[config.mk]
export PLATFORM = sky130hd
export DESIGN_NAME = joystick_axis_deadzone_scaler_unit
export DESIGN_NICKNAME = d
export VERILOG_FILES = /design/src/rtl/core/jads_pkg.sv /design/src/rtl/core/jads_front.sv /design/src/rtl/core/jads_queue.sv /design/src/rtl/core/jads_back.sv /design/src/rtl/core/joystick_axis_deadzone_scaler_unit.sv
export SDC_FILE = /design/constraint.sdc
export NUM_CORES = 2
export LEC_CHECK = 0
export ABC_AREA = 1
export ABC_CLOCK_PERIOD_IN_PS = 23200
export CAP_MARGIN = 20
export CELL_PAD_IN_SITES_DETAIL_PLACEMENT = 1
export CELL_PAD_IN_SITES_GLOBAL_PLACEMENT = 1
export CORE_MARGIN = 10
export CORE_UTILIZATION = 48
export CTS_BUF_LIST = sky130_fd_sc_hd__clkbuf_4 sky130_fd_sc_hd__clkbuf_8
export CTS_CLUSTER_SIZE = 40
export DETAILED_ROUTE_END_ITERATION = 8
export DONT_BUFFER_PORTS = 1
export PLACE_DENSITY_LB_ADDON = 0.1
export SLEW_MARGIN = 20
export SYNTH_ARGS = -nofsm -noshare
export SYNTH_HDL_FRONTEND = slang
export SYNTH_SLANG_ARGS = --single-unit
[constraint.sdc]
create_clock -name clock -period 23.2 [get_ports clock]
set_input_delay 0 -clock clock [delete_from_list [all_inputs] [get_ports clock]]
set_output_delay 0 -clock clock [all_outputs]
set_load 0.05 [all_outputs]
[src/rtl/core/jads_pkg.sv]
package jads_pkg;

   // Result width and the full-scale codes of the signed axis value
   localparam int AXIS_BITS = 16;
   localparam logic [AXIS_BITS-1:0] POS_FULL = 16'h7FFF;
   localparam logic [AXIS_BITS-1:0] NEG_FULL = 16'h8000;

   // distance * 32768 is a plain shift; distance * 32767 is that shift minus distance
   localparam int POS_SCALE_SHIFT = 15;

   // Jobs buffered between the classifier and the divider
   localparam int QUEUE_DEPTH = 4;

   // Calibration reset values before masking to the sample width
   localparam int CAL_CENTER_DEFAULT = 2048;
   localparam int CAL_MAX_DEFAULT = 4095;

   localparam int CSR_INDEX_BITS = 3;

   typedef enum logic [CSR_INDEX_BITS-1:0] {
      CSR_CAL_MIN     = 3'd0,
      CSR_CAL_CENTER  = 3'd1,
      CSR_CAL_MAX     = 3'd2,
      CSR_DEAD_BAND   = 3'd3,
      CSR_INVERT_AXIS = 3'd4
   } csr_index_type;

   typedef enum logic [2:0] {
      CLS_ZERO,
      CLS_POS,
      CLS_NEG,
      CLS_FULL_POS,
      CLS_FULL_NEG
   } item_class_type;

   typedef struct packed {
      item_class_type cls;
      logic           invert;
   } job_ctl_type;

endpackage

[src/rtl/core/jads_front.sv]
module jads_front #(
   parameter int SAMPLE_BITS = 12
) (
   input  logic                     clock,
   input  logic                     reset,
   input  logic                     accept,
   input  logic [SAMPLE_BITS-1:0]   sample,
   input  logic [SAMPLE_BITS-1:0]   cal_min,
   input  logic [SAMPLE_BITS-1:0]   cal_center,
   input  logic [SAMPLE_BITS-1:0]   cal_max,
   input  logic [SAMPLE_BITS-1:0]   dead_band,
   input  logic                     invert_axis,
   output logic [1:0]               busy_count,
   output logic                     push,
   output jads_pkg::job_ctl_type    push_ctl,
   output logic [SAMPLE_BITS-1:0]   push_dist,
   output logic [SAMPLE_BITS-1:0]   push_span
);
   import jads_pkg::*;

   localparam int WB = SAMPLE_BITS + 2;

   // Stage one: band edges and which side of the band the sample sits on
   logic [SAMPLE_BITS:0]    hi_edge_in;
   logic signed [WB-1:0]    lo_edge_in;
   logic                    above_in;
   logic                    below_in;

   logic                    f1_valid_ff;
   logic [SAMPLE_BITS-1:0]  f1_sample_ff;
   logic [SAMPLE_BITS:0]    f1_hi_ff;
   logic signed [WB-1:0]    f1_lo_ff;
   logic                    f1_above_ff;
   logic                    f1_below_ff;
   logic [SAMPLE_BITS-1:0]  f1_min_ff;
   logic [SAMPLE_BITS-1:0]  f1_max_ff;
   logic                    f1_invert_ff;

   always_comb begin
      hi_edge_in = {1'b0, cal_center} + {1'b0, dead_band};
      lo_edge_in = $signed({2'b00, cal_center}) - $signed({2'b00, dead_band});
      above_in   = {1'b0, sample} > hi_edge_in;
      below_in   = $signed({2'b00, sample}) < lo_edge_in;
   end

   always_ff @(posedge clock) begin
      if (reset) begin
         f1_valid_ff <= 1'b0;
      end else begin
         f1_valid_ff <= accept;
      end
   end

   always_ff @(posedge clock) begin
      if (accept) begin
         f1_sample_ff <= sample;
         f1_hi_ff     <= hi_edge_in;
         f1_lo_ff     <= lo_edge_in;
         f1_above_ff  <= above_in;
         f1_below_ff  <= below_in;
         f1_min_ff    <= cal_min;
         f1_max_ff    <= cal_max;
         f1_invert_ff <= invert_axis;
      end
   end

   // Stage two: span, distance from the band edge, clamp
   logic signed [WB-1:0]    s_ext;
   logic signed [WB-1:0]    hi_ext;
   logic signed [WB-1:0]    span_pos;
   logic signed [WB-1:0]    span_neg;
   logic signed [WB-1:0]    d_pos;
   logic signed [WB-1:0]    d_neg;
   logic signed [WB-1:0]    span_sel;
   logic signed [WB-1:0]    d_sel;
   logic signed [WB-1:0]    d_clamp;
   job_ctl_type             ctl_in;

   always_comb begin
      s_ext    = $signed({2'b00, f1_sample_ff});
      hi_ext   = $signed({1'b0, f1_hi_ff});
      span_pos = $signed({2'b00, f1_max_ff}) - hi_ext;
      span_neg = f1_lo_ff - $signed({2'b00, f1_min_ff});
      d_pos    = s_ext - hi_ext;
      d_neg    = f1_lo_ff - s_ext;
      ctl_in.invert = f1_invert_ff;
      priority if (f1_above_ff) begin
         span_sel = span_pos;
         d_sel    = d_pos;
         ctl_in.cls = (span_pos[WB-1] || span_pos == '0) ? CLS_FULL_POS : CLS_POS;
      end else if (f1_below_ff) begin
         span_sel = span_neg;
         d_sel    = d_neg;
         ctl_in.cls = (span_neg[WB-1] || span_neg == '0) ? CLS_FULL_NEG : CLS_NEG;
      end else begin
         span_sel = span_pos;
         d_sel    = d_pos;
         ctl_in.cls = CLS_ZERO;
      end
      d_clamp = (d_sel > span_sel) ? span_sel : d_sel;
   end

   logic                    f2_valid_ff;
   job_ctl_type             f2_ctl_ff;
   logic [SAMPLE_BITS-1:0]  f2_dist_ff;
   logic [SAMPLE_BITS-1:0]  f2_span_ff;

   always_ff @(posedge clock) begin
      if (reset) begin
         f2_valid_ff <= 1'b0;
      end else begin
         f2_valid_ff <= f1_valid_ff;
      end
   end

   always_ff @(posedge clock) begin
      if (f1_valid_ff) begin
         f2_ctl_ff  <= ctl_in;
         f2_dist_ff <= d_clamp[SAMPLE_BITS-1:0];
         f2_span_ff <= span_sel[SAMPLE_BITS-1:0];
      end
   end

   assign busy_count = {1'b0, f1_valid_ff} + {1'b0, f2_valid_ff};
   assign push       = f2_valid_ff;
   assign push_ctl   = f2_ctl_ff;
   assign push_dist  = f2_dist_ff;
   assign push_span  = f2_span_ff;

endmodule

[src/rtl/core/jads_queue.sv]
module jads_queue #(
   parameter int WIDTH = 32,
   parameter int DEPTH = 4
) (
   input  logic                       clock,
   input  logic                       reset,
   input  logic                       push,
   input  logic [WIDTH-1:0]           push_data,
   input  logic                       pop,
   output logic [WIDTH-1:0]           pop_data,
   output logic                       empty,
   output logic [$clog2(DEPTH+1)-1:0] count
);

   localparam int PTR_BITS   = (DEPTH > 1) ? $clog2(DEPTH) : 1;
   localparam int COUNT_BITS = $clog2(DEPTH + 1);
   localparam logic [PTR_BITS-1:0] LAST = PTR_BITS'(DEPTH - 1);

   logic [WIDTH-1:0]      slot_ff [DEPTH];
   logic [PTR_BITS-1:0]   wr_ptr_ff;
   logic [PTR_BITS-1:0]   wr_ptr_in;
   logic [PTR_BITS-1:0]   rd_ptr_ff;
   logic [PTR_BITS-1:0]   rd_ptr_in;
   logic [COUNT_BITS-1:0] count_ff;
   logic [COUNT_BITS-1:0] count_in;

   always_comb begin
      wr_ptr_in = wr_ptr_ff;
      rd_ptr_in = rd_ptr_ff;
      count_in  = count_ff;
      if (push) begin
         wr_ptr_in = (wr_ptr_ff == LAST) ? '0 : wr_ptr_ff + PTR_BITS'(1);
      end
      if (pop) begin
         rd_ptr_in = (rd_ptr_ff == LAST) ? '0 : rd_ptr_ff + PTR_BITS'(1);
      end
      unique case ({push, pop})
         2'b10:   count_in = count_ff + COUNT_BITS'(1);
         2'b01:   count_in = count_ff - COUNT_BITS'(1);
         default: count_in = count_ff;
      endcase
   end

   always_ff @(posedge clock) begin
      if (reset) begin
         wr_ptr_ff <= '0;
         rd_ptr_ff <= '0;
         count_ff  <= '0;
      end else begin
         wr_ptr_ff <= wr_ptr_in;
         rd_ptr_ff <= rd_ptr_in;
         count_ff  <= count_in;
      end
   end

   always_ff @(posedge clock) begin
      if (push) begin
         slot_ff[wr_ptr_ff] <= push_data;
      end
   end

   assign pop_data = slot_ff[rd_ptr_ff];
   assign empty    = (count_ff == '0);
   assign count    = count_ff;

endmodule

[src/rtl/core/jads_back.sv]
module jads_back #(
   parameter int SAMPLE_BITS = 12
) (
   input  logic                              clock,
   input  logic                              reset,
   input  logic                              job_empty,
   input  jads_pkg::job_ctl_type             job_ctl,
   input  logic [SAMPLE_BITS-1:0]            job_dist,
   input  logic [SAMPLE_BITS-1:0]            job_span,
   output logic                              job_pop,
   output logic                              rsp_valid,
   input  logic                              rsp_stall,
   output logic [jads_pkg::AXIS_BITS-1:0]    rsp_value
);
   import jads_pkg::*;

   localparam int QB       = AXIS_BITS;
   localparam int NUM_BITS = SAMPLE_BITS + POS_SCALE_SHIFT;

   logic                    adv;
   logic [NUM_BITS-1:0]     num_in;

   logic [QB:0]             valid_ff;
   logic [SAMPLE_BITS-1:0]  rem_ff  [QB+1];
   logic [QB-1:0]           low_ff  [QB+1];
   logic [QB-1:0]           quo_ff  [QB+1];
   logic [SAMPLE_BITS-1:0]  span_ff [QB+1];
   job_ctl_type             ctl_ff  [QB+1];

   logic [SAMPLE_BITS:0]    trial   [1:QB];
   logic [SAMPLE_BITS:0]    diff    [1:QB];
   logic                    fit     [1:QB];

   logic                    rsp_valid_ff;
   logic [AXIS_BITS-1:0]    rsp_value_ff;
   logic [AXIS_BITS-1:0]    value_in;
   logic [QB-1:0]           quo;
   logic [QB-1:0]           neg_quo;

   // Hold the whole back pipeline while a finished beat waits downstream
   assign adv     = !rsp_valid_ff || !rsp_stall;
   assign job_pop = adv && !job_empty;

   // Numerator: distance * 32767 on the positive side, distance * 32768 below
   always_comb begin
      num_in = NUM_BITS'(job_dist) << POS_SCALE_SHIFT;
      if (job_ctl.cls == CLS_POS) begin
         num_in = num_in - NUM_BITS'(job_dist);
      end
   end

   // One quotient bit per stage, restoring compare and subtract
   always_comb begin
      for (int k = 1; k <= QB; k++) begin
         trial[k] = {rem_ff[k-1], low_ff[k-1][QB-1]};
         diff[k]  = trial[k] - {1'b0, span_ff[k-1]};
         fit[k]   = trial[k] >= {1'b0, span_ff[k-1]};
      end
   end

   always_ff @(posedge clock) begin
      if (reset) begin
         valid_ff <= '0;
      end else if (adv) begin
         valid_ff <= {valid_ff[QB-1:0], job_pop};
      end
   end

   always_ff @(posedge clock) begin
      if (adv) begin
         rem_ff[0]  <= SAMPLE_BITS'(num_in[NUM_BITS-1:QB]);
         low_ff[0]  <= num_in[QB-1:0];
         quo_ff[0]  <= '0;
         span_ff[0] <= job_span;
         ctl_ff[0]  <= job_ctl;
         for (int k = 1; k <= QB; k++) begin
            rem_ff[k]  <= fit[k] ? diff[k][SAMPLE_BITS-1:0] : trial[k][SAMPLE_BITS-1:0];
            low_ff[k]  <= {low_ff[k-1][QB-2:0], 1'b0};
            quo_ff[k]  <= {quo_ff[k-1][QB-2:0], fit[k]};
            span_ff[k] <= span_ff[k-1];
            ctl_ff[k]  <= ctl_ff[k-1];
         end
      end
   end

   // Sign, invert and saturate
   always_comb begin
      quo     = quo_ff[QB];
      neg_quo = ~quo + QB'(1);
      unique case (ctl_ff[QB].cls)
         CLS_ZERO:     value_in = '0;
         CLS_FULL_POS: value_in = POS_FULL;
         CLS_FULL_NEG: value_in = NEG_FULL;
         CLS_POS:      value_in = ctl_ff[QB].invert ? neg_quo : quo;
         CLS_NEG: begin
            if (ctl_ff[QB].invert) begin
               value_in = (quo == NEG_FULL) ? POS_FULL : quo;
            end else begin
               value_in = neg_quo;
            end
         end
         default:      value_in = '0;
      endcase
   end

   always_ff @(posedge clock) begin
      if (reset) begin
         rsp_valid_ff <= 1'b0;
      end else if (adv) begin
         rsp_valid_ff <= valid_ff[QB];
      end
   end

   always_ff @(posedge clock) begin
      if (adv) begin
         rsp_value_ff <= value_in;
      end
   end

   assign rsp_valid = rsp_valid_ff;
   assign rsp_value = rsp_value_ff;

endmodule

[src/rtl/core/joystick_axis_deadzone_scaler_unit.sv]
// Joystick axis scaler: maps one raw converter sample per beat to a signed
// 16-bit axis position using calibrated min, center, max and a dead band.
//
// Channels: req_ (valid/stall, payload req_raw_sample) in, rsp_ (valid/stall,
// payload rsp_axis_value) out. A beat moves when valid is high and stall low.
// Calibration is written via csr_write_enable/csr_index/csr_wdata; the user
// writes only while no sample is in flight (unenforced); unknown indexes drop.
//
// Throughput: one sample per cycle while req_stall is low. A sample passes
// through two classify stages, a slot in the job queue, the numerator stage,
// sixteen divider stages (one quotient bit each) and the output register.
//
// A stalled result holds the output register and the divider pipeline; the
// classifier keeps running into a four-entry job queue, and req_stall rises
// once the queue plus the classify stages could no longer absorb another beat.
//
// Reset empties the queue and both pipelines and loads the default
// calibration (center at mid-scale, max at full scale, no band, no invert).
module joystick_axis_deadzone_scaler_unit #(
   parameter int SAMPLE_BITS = 12
) (
   input  logic                                  clock,
   input  logic                                  reset,
   input  logic                                  req_valid,
   output logic                                  req_stall,
   input  logic [SAMPLE_BITS-1:0]                req_raw_sample,
   output logic                                  rsp_valid,
   input  logic                                  rsp_stall,
   output logic [jads_pkg::AXIS_BITS-1:0]        rsp_axis_value,
   input  logic                                  csr_write_enable,
   input  logic [jads_pkg::CSR_INDEX_BITS-1:0]   csr_index,
   input  logic [SAMPLE_BITS-1:0]                csr_wdata
);
   import jads_pkg::*;

   localparam int JOB_BITS   = $bits(job_ctl_type) + 2 * SAMPLE_BITS;
   localparam int COUNT_BITS = $clog2(QUEUE_DEPTH + 1);
   localparam logic [SAMPLE_BITS-1:0] CENTER_RESET = SAMPLE_BITS'(CAL_CENTER_DEFAULT);
   localparam logic [SAMPLE_BITS-1:0] MAX_RESET    = SAMPLE_BITS'(CAL_MAX_DEFAULT);

   logic [SAMPLE_BITS-1:0] cal_min_ff;
   logic [SAMPLE_BITS-1:0] cal_center_ff;
   logic [SAMPLE_BITS-1:0] cal_max_ff;
   logic [SAMPLE_BITS-1:0] dead_band_ff;
   logic                   invert_axis_ff;

   always_ff @(posedge clock) begin
      if (reset) begin
         cal_min_ff     <= '0;
         cal_center_ff  <= CENTER_RESET;
         cal_max_ff     <= MAX_RESET;
         dead_band_ff   <= '0;
         invert_axis_ff <= 1'b0;
      end else if (csr_write_enable) begin
         unique case (csr_index_type'(csr_index))
            CSR_CAL_MIN:     cal_min_ff     <= csr_wdata;
            CSR_CAL_CENTER:  cal_center_ff  <= csr_wdata;
            CSR_CAL_MAX:     cal_max_ff     <= csr_wdata;
            CSR_DEAD_BAND:   dead_band_ff   <= csr_wdata;
            CSR_INVERT_AXIS: invert_axis_ff <= csr_wdata[0];
            default: ;
         endcase
      end
   end

   logic                    req_accept;
   logic [1:0]              front_busy;
   logic                    q_push;
   job_ctl_type             f_ctl;
   logic [SAMPLE_BITS-1:0]  f_dist;
   logic [SAMPLE_BITS-1:0]  f_span;
   logic [JOB_BITS-1:0]     q_head;
   logic                    q_empty;
   logic                    q_pop;
   logic [COUNT_BITS-1:0]   q_count;
   job_ctl_type             b_ctl;
   logic [SAMPLE_BITS-1:0]  b_dist;
   logic [SAMPLE_BITS-1:0]  b_span;

   // Take a beat only if the queue can hold it along with everything in classify
   assign req_stall  = (int'(q_count) + int'(front_busy)) >= QUEUE_DEPTH;
   assign req_accept = req_valid && !req_stall;

   jads_front #(
      .SAMPLE_BITS (SAMPLE_BITS)
   ) u_front (
      .clock       (clock),
      .reset       (reset),
      .accept      (req_accept),
      .sample      (req_raw_sample),
      .cal_min     (cal_min_ff),
      .cal_center  (cal_center_ff),
      .cal_max     (cal_max_ff),
      .dead_band   (dead_band_ff),
      .invert_axis (invert_axis_ff),
      .busy_count  (front_busy),
      .push        (q_push),
      .push_ctl    (f_ctl),
      .push_dist   (f_dist),
      .push_span   (f_span)
   );

   jads_queue #(
      .WIDTH (JOB_BITS),
      .DEPTH (QUEUE_DEPTH)
   ) u_queue (
      .clock     (clock),
      .reset     (reset),
      .push      (q_push),
      .push_data ({f_ctl, f_dist, f_span}),
      .pop       (q_pop),
      .pop_data  (q_head),
      .empty     (q_empty),
      .count     (q_count)
   );

   assign b_ctl  = job_ctl_type'(q_head[JOB_BITS-1:2*SAMPLE_BITS]);
   assign b_dist = q_head[2*SAMPLE_BITS-1:SAMPLE_BITS];
   assign b_span = q_head[SAMPLE_BITS-1:0];

   jads_back #(
      .SAMPLE_BITS (SAMPLE_BITS)
   ) u_back (
      .clock     (clock),
      .reset     (reset),
      .job_empty (q_empty),
      .job_ctl   (b_ctl),
      .job_dist  (b_dist),
      .job_span  (b_span),
      .job_pop   (q_pop),
      .rsp_valid (rsp_valid),
      .rsp_stall (rsp_stall),
      .rsp_value (rsp_axis_value)
   );

   assert property (@(posedge clock) disable iff (reset)
      q_push |-> (int'(q_count) < QUEUE_DEPTH))
      else $error("job queue overflow");

   assert property (@(posedge clock) disable iff (reset)
      q_pop |-> !q_empty)
      else $error("job queue popped while empty");

   assert property (@(posedge clock) disable iff (reset)
      q_push && q_empty |=> !q_empty)
      else $error("pushed job lost from queue");

endmodule
Yosys cells after proc, flatten, opt, wreduce, memory -nomap -nowiden:

Memories as Yosys holds them, arrays and structs flattened. A register that Yosys moved wholly into a read port is not among the register bits.
Cells that the tools add are included.

* ROM bits: 0
* memories kept: 6
* flip-flop bits (word level): 186
* word-level logic and storage cells: 154
* bits in latches: 0
* memory bits (writable): 1132
* bits of input ports: 32

Memory list
* u_back.low_ff: depth 17, width 16, read ports 16, clocked after memory_dff 0, write ports 17, line jads_back.sv:25 `logic [QB-1:0] low_ff [QB+1];`
* u_back.quo_ff: depth 17, width 16, read ports 17, clocked after memory_dff 0, write ports 17, line jads_back.sv:26 `logic [QB-1:0] quo_ff [QB+1];`
* u_back.rem_ff: depth 17, width 12, read ports 16, clocked after memory_dff 0, write ports 17, line jads_back.sv:24 `logic [SAMPLE_BITS-1:0] rem_ff [QB+1];`
* u_back.span_ff: depth 17, width 12, read ports 16, clocked after memory_dff 0, write ports 17, line jads_back.sv:27 `logic [SAMPLE_BITS-1:0] span_ff [QB+1];`
* u_queue.slot_ff: depth 4, width 28, read ports 1, clocked after memory_dff 1, write ports 1, line jads_queue.sv:19 `logic [WIDTH-1:0] slot_ff [DEPTH];`
* u_back.ctl_ff: depth 17, width 4, read ports 17, clocked after memory_dff 0, write ports 17, line jads_back.sv:28 `job_ctl_type ctl_ff [QB+1];`

* shift operators: 0
* multiplexer cells: 39
* eq/ne operators: 14
* div/mod/pow operators: 0
* reductions and logical operators: 19
* $mul: 0
* add/sub/neg operators: 30
* bitwise operators: 1
* $lt $le $gt $ge: 20

Operators by type and width (count)
* $ge 13x12->1: 16
* $mux 12: 17
* $sub 12x12->12: 16
* $pmux 16 s4: 1
* $mux 14: 4
* $mux 16: 3
* $logic_not 14->1: 2
* $sub 12x13->14: 2
* $sub 14x13->14: 2
* $mux 27: 1
* $sub 27x12->27: 1
* $add 16x1->16 const B: 1
* $eq 16x16->1 const B: 1
* $not 16->16: 1
* $gt 14x14->1: 1
* $lt 13x14->1: 1
* $add 12x12->13: 1
* $gt 12x13->1: 1
* $sub 12x12->13: 1
* $eq 3x2->1 const B: 4
* $mux 2: 5
* $reduce_and 2->1: 5
* $eq 3x1->1 const B: 3
* $mux 3: 3
* other kinds (16): 30

Depth between registers and ports, before layout:

* word-level depth: 6
* depth in mapped cells: 27
* mapped depth without buffers: 26

Cells and area by module:

A second synthesis with hierarchy kept.

* cell total of the unflattened synthesis: 5582
* area total of the unflattened synthesis: 54288.3 µm²

By module, submodules not included
* jads_back: area an instance 39416.6 µm², sequential area each 22551.6 µm², times used 1, cells an instance 3911
* jads_front: area an instance 8217.9 µm², sequential area each 2802.7 µm², times used 1, cells an instance 1052
* jads_queue: area an instance 4611.9 µm², sequential area each 3543.4 µm², times used 1, cells an instance 330
* joystick_axis_deadzone_scaler_unit: area an instance 2042.0 µm², sequential area each 980.9 µm², times used 1, cells an instance 289

Worst setup path before layout:

OpenSTA, ideal clock, no wires.

* path type: reg-to-reg
* from: register u_back.rsp_valid_ff (netlist: u_back.rsp_valid)
* to: memory u_back.ctl_ff[0][0] (netlist name), enable pin
* setup slack: 1.095 ns
* arrival time: 20.716 ns
* stages on the path, launching flop included: 3
* period minus slack after synthesis: 22.105 ns
* cells stage by stage: dfxtp_1 -> nand2_1 -> clkbuf_1

RTL lines
* from (decl): line jads_back.sv:34 `logic rsp_valid_ff;`
* from (signal assigned): line jads_back.sv:110 `rsp_valid_ff <= valid_ff[QB];`
* to (decl): line jads_back.sv:28

Final worst setup path:

* from: register u_front.f1_lo_ff[0]
* to: register u_front.f2_dist_ff[10] (netlist: u_front.push_dist[10]) (data pin)

* word-level cells in the longest chain between the ends: 5
* elaborated cells between the ends (all ways): 8
* classes of those cells: add/sub (2); order compare (1); mux (5)

RTL lines
* from (decl): line jads_front.sv:32 `logic signed [WB-1:0] f1_lo_ff;`
* from (signal assigned): line jads_front.sv:58 `f1_lo_ff <= lo_edge_in;`
* $sub 14x13->14: line jads_front.sv:83 `span_neg = f1_lo_ff - $signed({2'b00, f1_min_ff});`
* $mux 14: line jads_front.sv:91 `end else if (f1_below_ff) begin`
* $mux 14: line jads_front.sv:87 `priority if (f1_above_ff) begin`
* via u_front.span_sel[8]: line jads_front.sv:74 `logic signed [WB-1:0] span_sel;`
* $gt 14x14->1: line jads_front.sv:100 `d_clamp = (d_sel > span_sel) ? span_sel : d_sel;`
* $mux 12: line jads_front.sv:100
* via u_front.d_clamp[10]: line jads_front.sv:76 `logic signed [WB-1:0] d_clamp;`
* to (signal assigned): line jads_front.sv:119 `f2_dist_ff <= d_clamp[SAMPLE_BITS-1:0];`
* to (decl): line jads_front.sv:105 `logic [SAMPLE_BITS-1:0] f2_dist_ff;`

The timed path passes the listed nets, and every way through them passes these cells.
A chain may end at the register's enable or synchronous reset.

==> reports/qor.yml <==
logic_synthesis:
  synthTopCellsByArea: "edfxtp_1, ha_1, nand2_1, inv_1, a21oi_1"
  yosysSeqAreaShare_pct: 60.2
  synth_nets: 5058
  synth_flop_cell: "edfxtp_1"
  yosys.area.top_type: "edfxtp_1"
  ys_seq_elements: 1021
  syn_inst: 4694
  avgSynthCellArea_um2: 10.6
  yosysWarnings: 0
  synth-edff-count: 943
  synth.distinct_cells: 52
  synth_top_area_share_pct: 57.0
  synth_area_um2: 49700
  ys_async_sr_fraction_pct: 0
placement:
  portBuffers: 0
  gp_congestion: 0.843
  place_area_um2: 51200
  dp.final_hpwl_mm: 85.2
  post-place-ws_ns: 18.75
floorplanning:
  rows: 117
  initial_core_util_pct: 48.6
  core_um2: 102000
  die_area_um2: 117000
  design.portCount: 50
  dieWidth_um: 342
  die_y_um: 342
finish:
  layout_common_cells: "edfxtp_1, nand2_1, inv_1"
  mostFrequentLayoutCell: "edfxtp_1"
  fin_nets: 5253
  nFillCells: 11200
  multi_input_area_um2: 16900
  regArea_um2: 29900
  design_area_um2: 55400
  layout-drive-gt1-share_pct: 6.58
  area_growth_pct: 11.5
global_routing:
  grt_pass1_wl_mm: 188
  grt_max_degree: 91
  grtUsageTotal_pct: 20.1
  grt_pass1_vias: 35400
  overflow: 0
  antenna_found_initial: 4
worst_setup_path:
  critPathCaptureType: "register"
  critPathKind: "register to register"
  crit_required_ns: 23.81
  start_kind: "register"
  path_max_fanout: 19
  crit_arrival_ns: 5.00
route:
  routed_wl_mm: 118
  num_vias: 33400
  wl_per_cell_um: 18.4
  drtIter0Drc: 1863
  drt_pre_antenna_iters: 5
  via_per_inst: 5.21
  drc: 0
  ant_nets: 0
timing:
  worst_slew_pin_slew_ns: 1.08
  hold_viol: 0
  fin_skew_ns: 0.0336
  slew_headroom_pct: 28.3
  fin_crit_sh_pct: 18.9
  slew_viol_final: 0
  rsz0062_at_grt: "false"
  max_freq_ghz: 0.227
  fin_crit_ns: 4.40
  setup_viol: 0
  finalWorstSetupSlack_ns: 18.80
  fin_hold_ws_ns: 0.0267
  setup-tns-final_ns: 0
clock_network:
  clkLatencyLatePin_ns: 0.87
  path_clk_slew_ns: 0.06
  cts_buffers: 170
  cts-root-buf: "clkbuf_8"
  cts-htree-levels: 4
  postCtsResizedCells: 0
  cts_setup_buffers: 0
  cts_tree: "done"
  clock_path_buffers: 3
  cts_hold_buffers: 83
  cts_sinks: 1021
run:
  max-cap-violations: 0
pwr:
  leakagePower_nw: 24.1
  power_density_nw_per_um2: 163
  vdd_ir_drop_max_v: 0.0000732
outcome:
  status: "completed"
min_path:
  hold_class: "input port to register"
## power breakdown
group	internal, mW	switching, mW	total [mW]
clock	0.833	0.746	1.58
combinational	1.44	2.47	3.91
sequential	3.08	0.467	3.54
## routing by layer
layer	track usage (%)	share of wire, %	routed length [um]
met4	7.21	2.9	3440
met1	23.9	43	50000
met5	0	0.011	13
met3	3.27	3.2	3790
met2	36.4	51	60300
## kinds of logic after synthesis
family                   after synthesis  synth area share (%)
adder cells (fa/ha/maj)              332                  8.70
AO/OA/AOI/OAI                        763                  8.26
multiplexers                           2                0.0403
flip-flops                          1021                  60.2
buffers and inverters                741                  5.80
AND/OR/NAND/NOR                     1658                  13.9
XOR/XNOR                             177                  3.12
## worst max-delay path, cell delays in order, from the launching register on
cell	delay, ns
edfxtp_1	0.45
inv_1	0.12
ha_1	0.14
inv_1	0.08
fa_1	0.43
nand3_1	0.12
nand3_1	0.14
nand2_1	0.12
nand2_1	0.06
nand2_1	0.05
nand2_1	0.06
o21ai_0	0.53
inv_1	0.10
ha_1	0.31
nand2_1	0.06
inv_1	0.05
o21ai_0	0.07
a21oi_1	0.09
nor2_1	0.13
nand2_1	0.07
nand2_1	0.07
nand2_1	0.05
nand2_1	0.43
inv_1	0.23
nand2_1	0.12
nand2_1	0.06
## through the flow
stage                     cells  utilization (%)  power, mW
after floorplan            4694                -       6.32
after global placement     6001             50.1       7.35
after detailed placement   6001             50.1       7.49
after CTS                  6399             54.2       9.14
after global routing       6404             54.2       9.83
final                      6407             54.2       9.04
## cells in the mapped netlist (all sizes together), types with 3 or more instances
master    n
a21o     19
clkinv    7
o21bai    7
nor2    391
a31oi    26
nand3b   17
o21ai   301
xnor2    72
edfxtp  943
dfxtp    78
nand4    41
inv     650
clkbuf   32
o21a     11
nand2   879
a211oi    3
buf      52
a21boi    9
fa       22
o211ai   15
a21oi   341
a211o     7
o22ai    16
nand3   262
nor3     62
xor2    105
ha      310
## state kept, by name, summed over array words and instances (netlist names), 13 cells and up, named ones only
signal	flops
u_back.ctl_ff	68
u_back.low_ff	136
u_back.quo_ff	136
u_back.rem_ff	191
u_back.rsp_value	16
u_back.span_ff	192
u_back.valid_ff	17
u_front.f1_lo_ff	13
u_queue.slot_ff	112
## worst paths after layout
kind / startpoint / endpoint / slack [ns] / cells past startpoint
worst min-delay path: req_raw_sample[6] / u_front.f1_above_ff / 0.03 / 6
worst min register to register: u_back.low_ff[0][78] / u_back.low_ff[0][95] / 0.40 / 0
worst max-delay path: u_front.f1_lo_ff[0] / u_front.push_dist[10] / 18.80 / 25
worst max register to register: u_front.f1_lo_ff[0] / u_front.push_dist[10] / 18.80 / 25
## area by class of cell
cell class              instances  area share (%)
flip-flops and latches       1021            53.9
multi-input cells            2932            30.6
clock buffers                 217            4.91
inverters                     657            4.45
well taps                    1368            3.09
repair buffers                107            1.85
clock inverters                98            1.16
diodes                          7          0.0316
(Power assumes the default switching activity.)
